`src/hw/rtl/assert_macros.svh`:
```
// Assertion helpers for the RTL; they compile to nothing for synthesis.
`ifndef ASSERT_MACROS_SVH
`define ASSERT_MACROS_SVH

`ifndef SYNTHESIS

`define SKT_ASSERT(lbl, clk, rst_n, prop, msg) \
    lbl: assert property (@(posedge clk) disable iff (!rst_n) (prop)) else $error(msg);

`define SKT_ASSERT_IMP(lbl, clk, rst_n, ante, cons, msg) \
    lbl: assert property (@(posedge clk) disable iff (!rst_n) (ante) |-> (cons)) \
        else $error(msg);

`define SKT_ASSERT_NXT(lbl, clk, rst_n, ante, cons, msg) \
    lbl: assert property (@(posedge clk) disable iff (!rst_n) (ante) |=> (cons)) \
        else $error(msg);

`else

`define SKT_ASSERT(lbl, clk, rst_n, prop, msg)
`define SKT_ASSERT_IMP(lbl, clk, rst_n, ante, cons, msg)
`define SKT_ASSERT_NXT(lbl, clk, rst_n, ante, cons, msg)

`endif

`endif

```
`src/hw/rtl/skt_pkg.sv`:
```
`timescale 1ns / 1ps

package skt_pkg;

    localparam int FUNC_W   = 2;
    localparam int KEY_W    = 40;
    localparam int VAL_W    = 16;
    localparam int STATUS_W = 2;
    localparam int POS_W    = 6;
    localparam int ECNT_W   = 7;

    localparam logic [FUNC_W-1:0] FN_INSERT = 2'd0;
    localparam logic [FUNC_W-1:0] FN_LOOKUP = 2'd1;
    localparam logic [FUNC_W-1:0] FN_DELETE = 2'd2;

    localparam logic [STATUS_W-1:0] ST_OK   = 2'd0;
    localparam logic [STATUS_W-1:0] ST_DUP  = 2'd1;
    localparam logic [STATUS_W-1:0] ST_FULL = 2'd2;
    localparam logic [STATUS_W-1:0] ST_MISS = 2'd3;

    typedef struct packed {
        logic [KEY_W-1:0] key;
        logic [VAL_W-1:0] value;
    } entry_t;

    typedef struct packed {
        logic [FUNC_W-1:0] func;
        logic [KEY_W-1:0]  key;
        logic [VAL_W-1:0]  value_in;
    } req_t;

    typedef struct packed {
        logic [STATUS_W-1:0] status;
        logic [POS_W-1:0]    position;
        logic [VAL_W-1:0]    value_out;
        logic [ECNT_W-1:0]   entry_count;
    } result_t;

endpackage

```
`src/hw/rtl/skt_mem.sv`:
```
`timescale 1ns / 1ps

module skt_mem import skt_pkg::*; #(
    parameter int DEPTH = 64,
    parameter int AW    = 6
) (
    input  logic          clk,
    input  logic          rd_en,
    input  logic [AW-1:0] rd_addr,
    output entry_t        rd_data,
    input  logic          wr_en,
    input  logic [AW-1:0] wr_addr,
    input  entry_t        wr_data
);

    entry_t mem [DEPTH];
    entry_t rd_data_reg;

    always_ff @(posedge clk)
    begin
        if (wr_en)
        begin
            mem[wr_addr] <= wr_data;
        end
        if (rd_en)
        begin
            rd_data_reg <= mem[rd_addr];
        end
    end

    assign rd_data = rd_data_reg;

endmodule

```
`config.mk`:
```
export PLATFORM = sky130hd
export DESIGN_NAME = skt_mem
export DESIGN_NICKNAME = d
export VERILOG_FILES = /design/src/hw/rtl/assert_macros.svh /design/src/hw/rtl/skt_pkg.sv /design/src/hw/rtl/skt_mem.sv
export SDC_FILE = /design/constraint.sdc
export NUM_CORES = 2
export LEC_CHECK = 0
export ABC_CLOCK_PERIOD_IN_PS = 13850
export BUFFER_PORTS_ARGS = -buffer_cell sky130_fd_sc_hd__buf_2
export CORE_ASPECT_RATIO = 1.75
export CORE_UTILIZATION = 55
export CTS_CLUSTER_SIZE = 30
export DETAILED_ROUTE_END_ITERATION = 12
export GPL_TIMING_DRIVEN = 0
export MAX_ROUTING_LAYER = met4
export PLACE_DENSITY = 0.75
export SLEW_MARGIN = 20
export SYNTH_ARGS = -nofsm -noshare
export SYNTH_HDL_FRONTEND = slang
export SYNTH_SLANG_ARGS = --single-unit
```
`constraint.sdc`:
```
create_clock -name clk -period 13.85 [get_ports clk]
set_input_delay 1.385 -clock clk [delete_from_list [all_inputs] [get_ports clk]]
set_output_delay 1.385 -clock clk [all_outputs]
set_load 0.01 [all_outputs]
```
==> results.toml <==
[status]
status = "completed"

[final_layout]
finalInstanceArea_mm2 = 0.158
area_growth_syn_to_layout_pct = 15.1
finalNonFillerCells = 10300
largest_register_ffs = 3584
layout.nets = 6688
fillCellCount = 15400
drive_gt1_share_pct = 28.4
final_core_utilization_pct = 63.7

[placed_design]
dp_slack_ns = 8.23
port_buffers = 118
place_area_mm2 = 0.148
place_inst = 9595
dp_hpwl_mm = 283
gp_congestion = 0.997

[global_routing]
grt_max_degree = 65
grt_pass1_wl_mm = 580
grt_pass1_vias = 73300
antenna_found_initial = 43
grtUsageTotal_pct = 34.9
grt-ovfl-total = 0

[power]
peakVddDrop_mv = 0.0970
power.density_mw_per_mm2 = 142
p_leak_nw = 49.5
total_power_mw = 22.5

[timing]
clock_skew_ns = 0.0668
fin_crit_ns = 5.16
relSlewSlack_pct = 6.42
finalMaxSlewViolations = 0
fmax_mhz = 194
rsz0062_at_grt = "false"
finalCritPeriodShare_pct = 37.3
hold_viol_final = 0
layout_setup_ws_ns = 8.69
tightest_slew_ns = 1.40
whs_ns = 0.870
finalSetupViolations = 0
fin_tns_setup_ns = 0

[run]
drv_cap = 0

[clocking]
cts-root-buf = "clkbuf_16"
clk_pin_slew_ns = 0.07
cts_resized = 0
numCtsBuffers = 311
ctsHoldBuffers = 0
clk_path_buf_depth = 4
cts_setup_buffers = 0
cts_max_level = 5
tritoncts = "yes"
insertion_delay_ns = 0.93
cts_num_sinks = 3640

[yosys]
synth-seq-area-share_pct = 79.5
synth_ff_type = "edfxtp_1"
synth.most_common_cell = "edfxtp_1"
synth_top_area_cell = "edfxtp_1"
yosys.cell_types.count = 46
ys_seq_elements = 3640
syn-num-nets = 6020
synthCells = 5949
syn-cell-area_mm2 = 0.138
syn_avg_cell_area_um2 = 23.1
synthTopCellsByArea = "edfxtp_1 (79%), mux4_2 (13%), mux2i_1 (1.6%), o22ai_1 (1.1%), a22oi_1 (0.40%)"
ys_top_cells_by_count = "edfxtp_1 (3640), mux4_2 (803), o22ai_1 (252)"
async_flop_share_pct = 0
synth_edf_count = 3640
yosys_warnings = 0
yosysTopAreaCellShare_pct = 79.5

[die]
die_area_mm2 = 0.252
core_area_mm2 = 0.248
fp-row-count = 242
die_height_um = 664
dieWidth_um = 380
initial_core_util_pct = 55.4
ioPinCount = 127

[worst_setup_path]
path_class = "input pin to register"
end_kind = "register"
worst_ep_required_time_ns = 14.56
start_kind = "input pin"
crit_fanout = 10
cp_data_arrival_time_ns = 5.87

[drt]
vias = 72400
wl_met2_mm = 210
dr.pass1.iters = 6
routed_wl_mm = 428
dr_wl_met3_mm = 48.2
highest_layer = "met4"
routedWlPerCell_um = 41.7
via_per_inst = 7.06
drt_iter0_markers = 11500
drc_errors = 0
wl_met1_mm = 122
postRouteAntennaNets = 0

[worst_hold_path]
min_path_type = "register to register"
==> worst max-delay path, stage by stage <==
cell and delay [ns]:
clkbuf_2 0.34, buf_2 0.51, buf_2 0.58, buf_2 0.48
clkbuf_1 0.71, a211oi_1 0.31, o22ai_1 1.14, o21a_1 0.35
==> where the power goes <==
part / internal [mW] / switching (mW) / total, mW / leakage (nW)
registers: 12.2 / 0.0341 / 12.2 / 32.8
clock network: 4.97 / 3.98 / 8.95 / 4.95
logic: 0.409 / 0.908 / 1.32 / 11.7
==> worst paths after layout <==
path	startpoint	endpoint	slack (ns)	cells past startpoint
worst min register to register	mem[46][32]	rd_data[32]	0.87	4
worst min-delay path	mem[46][32]	rd_data[32]	0.87	4
worst max register to register	mem[23][37]	rd_data[37]	10.74	5
worst max-delay path	rd_addr[2]	rd_data[47]	8.69	8
==> cells by family after synthesis <==
kind of cell / Yosys count / share of synthesized area, %
muxes: 1051 / 15.0
DFF: 3640 / 79.5
AOI/OAI and AO/OA: 591 / 2.98
buffers and inverters: 343 / 1.41
and+or+nand+nor: 324 / 1.16
==> placed cells by master (no fill, tap or decap), types with 22 or more instances in the layout <==
cell and count:
a211oi_1 37, buf_6 36, nand2_1 75, edfxtp_1 3640, buf_4 146, buf_16 73, mux4_2 803, a22oi_1 73
buf_2 177, nor2_4 62, bufinv_16 38, o21a_1 33, mux2_2 31, buf_12 126, o21ai_1 26, nand4_1 22
clkbuf_16 321, clkbuf_1 163, nor2_1 27, o21ai_0 30, clkinv_2 50, nand3_1 29, nor4_2 22, o221ai_1 57
mux2i_1 217, clkinv_1 56, diode_2 103, o22ai_1 252
==> per-layer routing <==
metal / vias to the layer above / GRT usage [%]
met3: 1798 / 8.30
met1: 37200 / 36.1
met4: 0 / 30.3
met5: - / -
li1: 27100 / -
met2: 6388 / 55.9
==> area by class of cell <==
cell class | count | area, um^2 | area share (%)
well taps | 3294 | 4120 | 2.60
repair buffers | 355 | 5550 | 3.50
flip-flops and latches | 3640 | 109000 | 69.1
inverters | 1 | 3.75 | 0.00237
clock buffers | 375 | 8240 | 5.20
plain buffers | 342 | 1950 | 1.23
clock inverters | 179 | 1930 | 1.22
diodes | 103 | 258 | 0.163
multi-input cells | 1966 | 26900 | 17.0
No activity file was read; power rests on OpenSTA's default activity.
