**src/hw/rtl/assert_macros.svh**
```systemverilog
// Assertion helpers for the RTL; they compile to nothing for synthesis.
`ifndef ASSERT_MACROS_SVH
`define ASSERT_MACROS_SVH

`ifndef SYNTHESIS

`define SKT_ASSERT(lbl, clk, rst_n, prop, msg) \
    lbl: assert property (@(posedge clk) disable iff (!rst_n) (prop)) else $error(msg);

`define SKT_ASSERT_IMP(lbl, clk, rst_n, ante, cons, msg) \
    lbl: assert property (@(posedge clk) disable iff (!rst_n) (ante) |-> (cons)) \
        else $error(msg);

`define SKT_ASSERT_NXT(lbl, clk, rst_n, ante, cons, msg) \
    lbl: assert property (@(posedge clk) disable iff (!rst_n) (ante) |=> (cons)) \
        else $error(msg);

`else

`define SKT_ASSERT(lbl, clk, rst_n, prop, msg)
`define SKT_ASSERT_IMP(lbl, clk, rst_n, ante, cons, msg)
`define SKT_ASSERT_NXT(lbl, clk, rst_n, ante, cons, msg)

`endif

`endif

```
**src/hw/rtl/skt_pkg.sv**
```systemverilog
`timescale 1ns / 1ps

package skt_pkg;

    localparam int FUNC_W   = 2;
    localparam int KEY_W    = 40;
    localparam int VAL_W    = 16;
    localparam int STATUS_W = 2;
    localparam int POS_W    = 6;
    localparam int ECNT_W   = 7;

    localparam logic [FUNC_W-1:0] FN_INSERT = 2'd0;
    localparam logic [FUNC_W-1:0] FN_LOOKUP = 2'd1;
    localparam logic [FUNC_W-1:0] FN_DELETE = 2'd2;

    localparam logic [STATUS_W-1:0] ST_OK   = 2'd0;
    localparam logic [STATUS_W-1:0] ST_DUP  = 2'd1;
    localparam logic [STATUS_W-1:0] ST_FULL = 2'd2;
    localparam logic [STATUS_W-1:0] ST_MISS = 2'd3;

    typedef struct packed {
        logic [KEY_W-1:0] key;
        logic [VAL_W-1:0] value;
    } entry_t;

    typedef struct packed {
        logic [FUNC_W-1:0] func;
        logic [KEY_W-1:0]  key;
        logic [VAL_W-1:0]  value_in;
    } req_t;

    typedef struct packed {
        logic [STATUS_W-1:0] status;
        logic [POS_W-1:0]    position;
        logic [VAL_W-1:0]    value_out;
        logic [ECNT_W-1:0]   entry_count;
    } result_t;

endpackage

```
**src/hw/rtl/skt_ctrl.sv**
```systemverilog
`timescale 1ns / 1ps
`include "assert_macros.svh"

module skt_ctrl import skt_pkg::*; #(
    parameter int MAX_ENTRIES = 64,
    parameter int IDX_W       = 6,
    parameter int CNT_W       = 7
) (
    input  logic             clk,
    input  logic             rst_n,
    input  logic             in_valid,
    output logic             in_ready,
    input  req_t             in_data,
    input  logic             out_free,
    output logic             done,
    output result_t          res,
    output logic             rd_en,
    output logic [IDX_W-1:0] rd_addr,
    input  entry_t           rd_data,
    output logic             wr_en,
    output logic [IDX_W-1:0] wr_addr,
    output entry_t           wr_data
);

    localparam logic [CNT_W-1:0] MAX_CNT = CNT_W'(MAX_ENTRIES);

    typedef enum logic [6:0] {
        S_IDLE  = 7'b0000001,
        S_SRD   = 7'b0000010,
        S_SCMP  = 7'b0000100,
        S_SHIFT = 7'b0001000,
        S_LAST  = 7'b0010000,
        S_PUT   = 7'b0100000,
        S_DONE  = 7'b1000000
    } state_t;

    state_t              state_reg, state_next;
    logic [CNT_W-1:0]    count_reg, count_next;
    logic                pend_reg, pend_next;
    logic [FUNC_W-1:0]   fn_reg, fn_next;
    logic [KEY_W-1:0]    key_reg, key_next;
    logic [VAL_W-1:0]    val_reg, val_next;
    logic [CNT_W-1:0]    lo_reg, lo_next;
    logic [CNT_W-1:0]    hi_reg, hi_next;
    logic [IDX_W-1:0]    mid_reg, mid_next;
    logic [IDX_W-1:0]    p_reg, p_next;
    logic [IDX_W-1:0]    ptr_reg, ptr_next;
    logic [IDX_W-1:0]    dst_reg, dst_next;
    logic [STATUS_W-1:0] status_reg, status_next;
    logic [POS_W-1:0]    pos_reg, pos_next;
    logic [VAL_W-1:0]    vout_reg, vout_next;
    logic [CNT_W-1:0]    mid_sum;
    logic [IDX_W-1:0]    mid;
    logic                shift_last;

    assign mid_sum  = lo_reg + ((hi_reg - lo_reg) >> 1);
    assign mid      = IDX_W'(mid_sum);
    assign in_ready = (state_reg == S_IDLE);

    assign shift_last = (fn_reg == FN_INSERT) ? (ptr_reg == p_reg)
                                              : (ptr_reg == IDX_W'(count_reg - 1'b1));

    always_comb
    begin
        state_next  = state_reg;
        count_next  = count_reg;
        pend_next   = pend_reg;
        fn_next     = fn_reg;
        key_next    = key_reg;
        val_next    = val_reg;
        lo_next     = lo_reg;
        hi_next     = hi_reg;
        mid_next    = mid_reg;
        p_next      = p_reg;
        ptr_next    = ptr_reg;
        dst_next    = dst_reg;
        status_next = status_reg;
        pos_next    = pos_reg;
        vout_next   = vout_reg;
        rd_en       = 1'b0;
        rd_addr     = mid;
        wr_en       = 1'b0;
        wr_addr     = dst_reg;
        wr_data     = rd_data;
        done        = 1'b0;

        case (state_reg)
            S_IDLE:
            begin
                if (in_valid)
                begin
                    fn_next     = in_data.func;
                    key_next    = in_data.key;
                    val_next    = in_data.value_in;
                    lo_next     = '0;
                    hi_next     = count_reg;
                    status_next = ST_OK;
                    pos_next    = '0;
                    vout_next   = '0;
                    if (in_data.func inside {FN_INSERT, FN_LOOKUP, FN_DELETE})
                    begin
                        state_next = S_SRD;
                    end
                    else
                    begin
                        state_next = S_DONE;
                    end
                end
            end

            S_SRD:
            begin
                if (lo_reg < hi_reg)
                begin
                    rd_en      = 1'b1;
                    mid_next   = mid;
                    state_next = S_SCMP;
                end
                else if (fn_reg == FN_INSERT)
                begin
                    if (count_reg >= MAX_CNT)
                    begin
                        status_next = ST_FULL;
                        state_next  = S_DONE;
                    end
                    else
                    begin
                        p_next   = IDX_W'(lo_reg);
                        pos_next = POS_W'(lo_reg);
                        if (count_reg > lo_reg)
                        begin
                            ptr_next   = IDX_W'(count_reg - 1'b1);
                            pend_next  = 1'b0;
                            state_next = S_SHIFT;
                        end
                        else
                        begin
                            state_next = S_PUT;
                        end
                    end
                end
                else
                begin
                    status_next = ST_MISS;
                    state_next  = S_DONE;
                end
            end

            S_SCMP:
            begin
                if (rd_data.key == key_reg)
                begin
                    pos_next   = POS_W'(mid_reg);
                    state_next = S_DONE;
                    case (fn_reg)
                        FN_INSERT:
                        begin
                            status_next = ST_DUP;
                        end
                        FN_LOOKUP:
                        begin
                            vout_next = rd_data.value;
                        end
                        FN_DELETE:
                        begin
                            p_next = mid_reg;
                            if ((CNT_W'(mid_reg) + 1'b1) < count_reg)
                            begin
                                ptr_next   = mid_reg + 1'b1;
                                pend_next  = 1'b0;
                                state_next = S_SHIFT;
                            end
                            else
                            begin
                                count_next = count_reg - 1'b1;
                            end
                        end
                        default:
                        begin
                            status_next = ST_OK;
                        end
                    endcase
                end
                else if (rd_data.key > key_reg)
                begin
                    hi_next    = CNT_W'(mid_reg);
                    state_next = S_SRD;
                end
                else
                begin
                    lo_next    = CNT_W'(mid_reg) + 1'b1;
                    state_next = S_SRD;
                end
            end

            S_SHIFT:
            begin
                rd_en     = 1'b1;
                rd_addr   = ptr_reg;
                wr_en     = pend_reg;
                pend_next = 1'b1;
                dst_next  = (fn_reg == FN_INSERT) ? ptr_reg + 1'b1 : ptr_reg - 1'b1;
                if (shift_last)
                begin
                    state_next = S_LAST;
                end
                else
                begin
                    ptr_next = (fn_reg == FN_INSERT) ? ptr_reg - 1'b1 : ptr_reg + 1'b1;
                end
            end

            S_LAST:
            begin
                wr_en = 1'b1;
                if (fn_reg == FN_INSERT)
                begin
                    state_next = S_PUT;
                end
                else
                begin
                    count_next = count_reg - 1'b1;
                    state_next = S_DONE;
                end
            end

            S_PUT:
            begin
                wr_en         = 1'b1;
                wr_addr       = p_reg;
                wr_data.key   = key_reg;
                wr_data.value = val_reg;
                count_next    = count_reg + 1'b1;
                state_next    = S_DONE;
            end

            S_DONE:
            begin
                if (out_free)
                begin
                    done       = 1'b1;
                    state_next = S_IDLE;
                end
            end

            default:
            begin
                state_next = S_IDLE;
            end
        endcase
    end

    always_ff @(posedge clk or negedge rst_n)
    begin
        if (!rst_n)
        begin
            state_reg <= S_IDLE;
            count_reg <= '0;
            pend_reg  <= 1'b0;
        end
        else
        begin
            state_reg <= state_next;
            count_reg <= count_next;
            pend_reg  <= pend_next;
        end
    end

    always_ff @(posedge clk)
    begin
        fn_reg     <= fn_next;
        key_reg    <= key_next;
        val_reg    <= val_next;
        lo_reg     <= lo_next;
        hi_reg     <= hi_next;
        mid_reg    <= mid_next;
        p_reg      <= p_next;
        ptr_reg    <= ptr_next;
        dst_reg    <= dst_next;
        status_reg <= status_next;
        pos_reg    <= pos_next;
        vout_reg   <= vout_next;
    end

    assign res.status      = status_reg;
    assign res.position    = pos_reg;
    assign res.value_out   = vout_reg;
    assign res.entry_count = ECNT_W'(count_reg);

    `SKT_ASSERT(a_count_range, clk, rst_n, count_reg <= MAX_CNT, "entry count exceeds capacity")
    `SKT_ASSERT_IMP(a_no_rw_collide, clk, rst_n, rd_en && wr_en, rd_addr != wr_addr, "shift reads and writes the same entry")
    `SKT_ASSERT_IMP(a_search_bounds, clk, rst_n, state_reg == S_SRD, lo_reg <= hi_reg && hi_reg <= count_reg, "search range left the table")
    `SKT_ASSERT_NXT(a_idle_count_hold, clk, rst_n, state_reg == S_IDLE, $stable(count_reg), "entry count changed while idle")

endmodule

```
**config.mk**
```make
export PLATFORM = sky130hd
export DESIGN_NAME = skt_ctrl
export DESIGN_NICKNAME = d
export VERILOG_FILES = /design/src/hw/rtl/skt_pkg.sv /design/src/hw/rtl/skt_ctrl.sv
export VERILOG_INCLUDE_DIRS = /design/src /design/src/hw/rtl
export SDC_FILE = /design/constraint.sdc
export NUM_CORES = 1
export LEC_CHECK = 0
export ABC_CLOCK_PERIOD_IN_PS = 4350
export BUFFER_PORTS_ARGS = -buffer_cell sky130_fd_sc_hd__buf_2
export CAP_MARGIN = 40
export CORE_UTILIZATION = 45
export DETAILED_ROUTE_END_ITERATION = 7
export PLACE_DENSITY = 0.77
export SLEW_MARGIN = 10
export SYNTH_ARGS = -nofsm -noshare
export SYNTH_HDL_FRONTEND = slang
export SYNTH_SLANG_ARGS = --single-unit
```
**constraint.sdc**
```tcl
create_clock -name clk -period 4.35 [get_ports clk]
set_clock_uncertainty 0.05 [all_clocks]
set_input_delay 1.0875 -clock clk [delete_from_list [all_inputs] [get_ports clk]]
set_output_delay 1.0875 -clock clk [all_outputs]
set_load 0.005 [all_outputs]
```
==> reports/qor.yml <==
run_status:
  status: "completed"
yosys:
  synthTopCellsByArea: "edfxtp_1 (44%), ha_1 (11%), nand2_1 (7.4%)"
  synth_cell_types: 64
  ys_seq_elements: 135
  seq_area_frac_synth: 0.4856
  ys.flop_type: "edfxtp_1"
  yosysTopAreaCellShare: 0.4396
  syn_area_um2: 8197
  yosys.area.top_type: "edfxtp_1"
  synthArstFlopShare: 0.1111
  syn_inst: 820
  avgSynthCellArea_um2: 9.996
  synth-edff-count: 120
  synth_fp_nets: 1013
  yosys_warnings: 0
clocking:
  cts_tree: "built"
  htreeDepth: 4
  insertion_delay_ns: 0.42
  clk_pin_slew_worst_paths_ns: 0.06
  cts-root-buf: "clkbuf_16"
  cts_buffers: 17
  clkSinkCount: 135
  cts.hold.buffers_added: 0
  cts.path.max_buffers: 2
global_route:
  grt_pass1_vias: 6730
  grt_pass1_wl_mm: 34.05
  grt_use_total: 0.2417
  antenna_found_initial: 3
  grt_overflow: 0
  grt_start_max_net_pins: 57
setup_path:
  cp_data_required_time_ns: 3.21
  cp_max_fo: 3
  cp_slowest_cell: "edfxtp_1"
  timing.rr.start: "mid_reg[0]"
  cp-end-kind: "primary output"
  cp_num_buf_inv: 2
  critPathKind: "flip-flop to primary output"
  critical_path.cell_chain: "inv_2, ha_1, nor2b_1, o21a_1, o21ai_2, nand2b_1, a21oi_2, xnor2_1, ha_1, a21oi_1, o21ai_1, xnor2_1, mux2_4, buf_2"
  start_kind: "flip-flop"
  crit_family: "compound AO/OA/AOI/OAI gates"
  arrival_ns: 3.15
  crit_start: "lo_reg[1]"
  crit_path_max_incr_delay_ns: 0.42
final_layout:
  syn_to_final_growth_pct: 24.70
  fillers: 1496
  final_core_util: 0.5828
  drive_above_1_share: 0.2749
  layout.cells.non_filler: 1283
  final_nets: 1235
  largest_register_ffs: 40
pwr:
  ir_worst_vdd_mv: 0.5181
  power_density_nw_per_um2: 564.3
  power.leakage_uw: 0.004758
route:
  drc: 0
  ant_nets: 0
  highest_layer: "met4"
  wl_met1_mm: 8.750
  drtIter0Drc: 473
  wl_mm: 21.77
  dr.pass1.iters: 5
  wl_per_cell_um: 16.97
  wl_met2_mm: 10.51
  via_per_inst: 5.395
  route.met3.wl_mm: 1.707
  route.vias.total: 6922
place:
  place.port_buffers: 220
  post-place-cells: 1242
  hpwl_mm: 16.25
  gp_congestion: 0.9082
timing:
  min_period_ns: 4.283
  setup_tns_ns: 0
  final-hold-violation-count: 0
  worst_pin_slew_ns: 0.7348
  fmaxAchievable_ghz: 0.2335
  setup-violations-final: 0
  holdWs_ns: 0.4583
  slew_violations: 0
  timing.final.crit_share: 0.9845
  relSlewSlack: 0.5101
job:
  maxCapViolCount: 0
hold_path:
  hold_class: "flip-flop to flip-flop"
  min_from: "pend_reg"
die:
  fp.dieW_um: 137.0
  die_area_um2: 18760
  initial_core_util: 0.4674
  fp.coreArea_um2: 17540
  fp-row-count: 48
  dieHeight_um: 137.0
  top_level_ports: 221
-- cell usage after synthesis, types with 2 or more instances --
cell	count
ha_1	73
buf_6	8
xnor2_1	34
nor4_1	3
clkbuf_1	16
nor2_1	31
nand3_1	16
o21ai_0	56
dfrtp_1	14
xor2_1	6
nor3_1	7
a211o_1	2
or3_4	3
o21a_1	6
buf_2	8
nand4_1	15
mux2_2	2
nand2_1	161
and2_1	23
o31ai_1	2
mux2i_1	4
and3_1	7
o21ai_1	25
o221ai_1	2
fa_1	2
nand2b_1	5
nor2b_1	7
a41oi_1	4
edfxtp_1	120
o211ai_1	4
o22ai_1	2
a221o_1	2
o21bai_1	2
inv_1	70
a311oi_1	2
a21oi_1	40
a21o_1	9
-- metal layers --
| layer | vias up | global-route usage |
|---|---|---|
| li1 | 3334 | - |
| met1 | 3194 | 0.2925 |
| met2 | 329 | 0.4043 |
| met3 | 65 | 0.05593 |
| met4 | 0 | 0.1172 |
| met5 | - | 0 |
-- through the flow --
step | power (µW) | worst slack (ns) | area (µm²)
final | 5768 | 0.06726 | 10220
after global routing | 6120 | -0.1225 | 10220
after CTS | 5716 | 0.002167 | 10160
after detailed placement | 4046 | 0.2587 | 9478
after global placement | 3978 | 0.3444 | 9458
after floorplan | 3306 | 0.5353 | 8197
-- report_power, final --
part	switching, µW	total, µW	internal, µW	leakage, µW
Combinational	1220	2140	914	0.00312
Clock	559	1640	1080	0.000318
Sequential	153	2000	1840	0.00132
-- kinds of logic after synthesis --
family / synth area share
DFF: 0.4856
and+or+nand+nor: 0.1705
xor gates and xnor gates: 0.04274
adders and majority gates: 0.1163
muxes: 0.007632
AOI/OAI and AO/OA: 0.1204
buffers and inverters: 0.05679
-- worst paths after layout --
path	to	slack, ns	depth (start not counted)
setup / recovery	rd_addr[5]	0.07	14
hold / removal	pend_reg	0.46	1
setup reg to reg	ptr_reg[2]	1.09	10
hold reg to reg	pend_reg	0.46	1
max in group asynchronous	state_reg[0]	3.41	1
min in group asynchronous	count_reg[6]	0.53	1
-- cells in the final DEF (no fill, tap or decap), drive strengths merged, types with 3 or more instances in the layout --
cell type,netlist,final
mux2i,4,4
nor3,8,8
a21o,9,9
o211ai,4,4
nor4,5,5
edfxtp,120,120
clkbuf,16,20
clkinv,1,6
buf,17,236
xor2,6,6
o21a,6,6
and3,7,7
nand3,16,16
nor2b,7,7
o21ai,81,81
bufinv,0,6
nor2,32,32
nand4,15,15
a21oi,40,40
nand2,163,163
and2,23,23
ha,73,73
xnor2,34,34
dfrtp,14,14
diode,0,3
a41oi,4,4
inv,70,70
nand2b,5,5
or3,3,3
-- area by class of cell --
cell class,count,area [µm²],area share
sequential,135,3980,0.3894
multi-input combinational,581,3782,0.3701
timing repair buffer,236,1234,0.1207
clock buffer,20,436.7,0.04272
tap,225,281.5,0.02754
inverter,71,271.5,0.02656
clock inverter,12,227.7,0.02228
antenna,3,7.507,0.0007345
-- timing repair --
action	4_1_cts	5_1_grt
pin swaps	0	5
gates cloned	0	0
endpoints found under the setup margin	1	2
resized for setup	3	6
buffers inserted	1	5
Note: power is estimated with default switching activity, not from simulation.
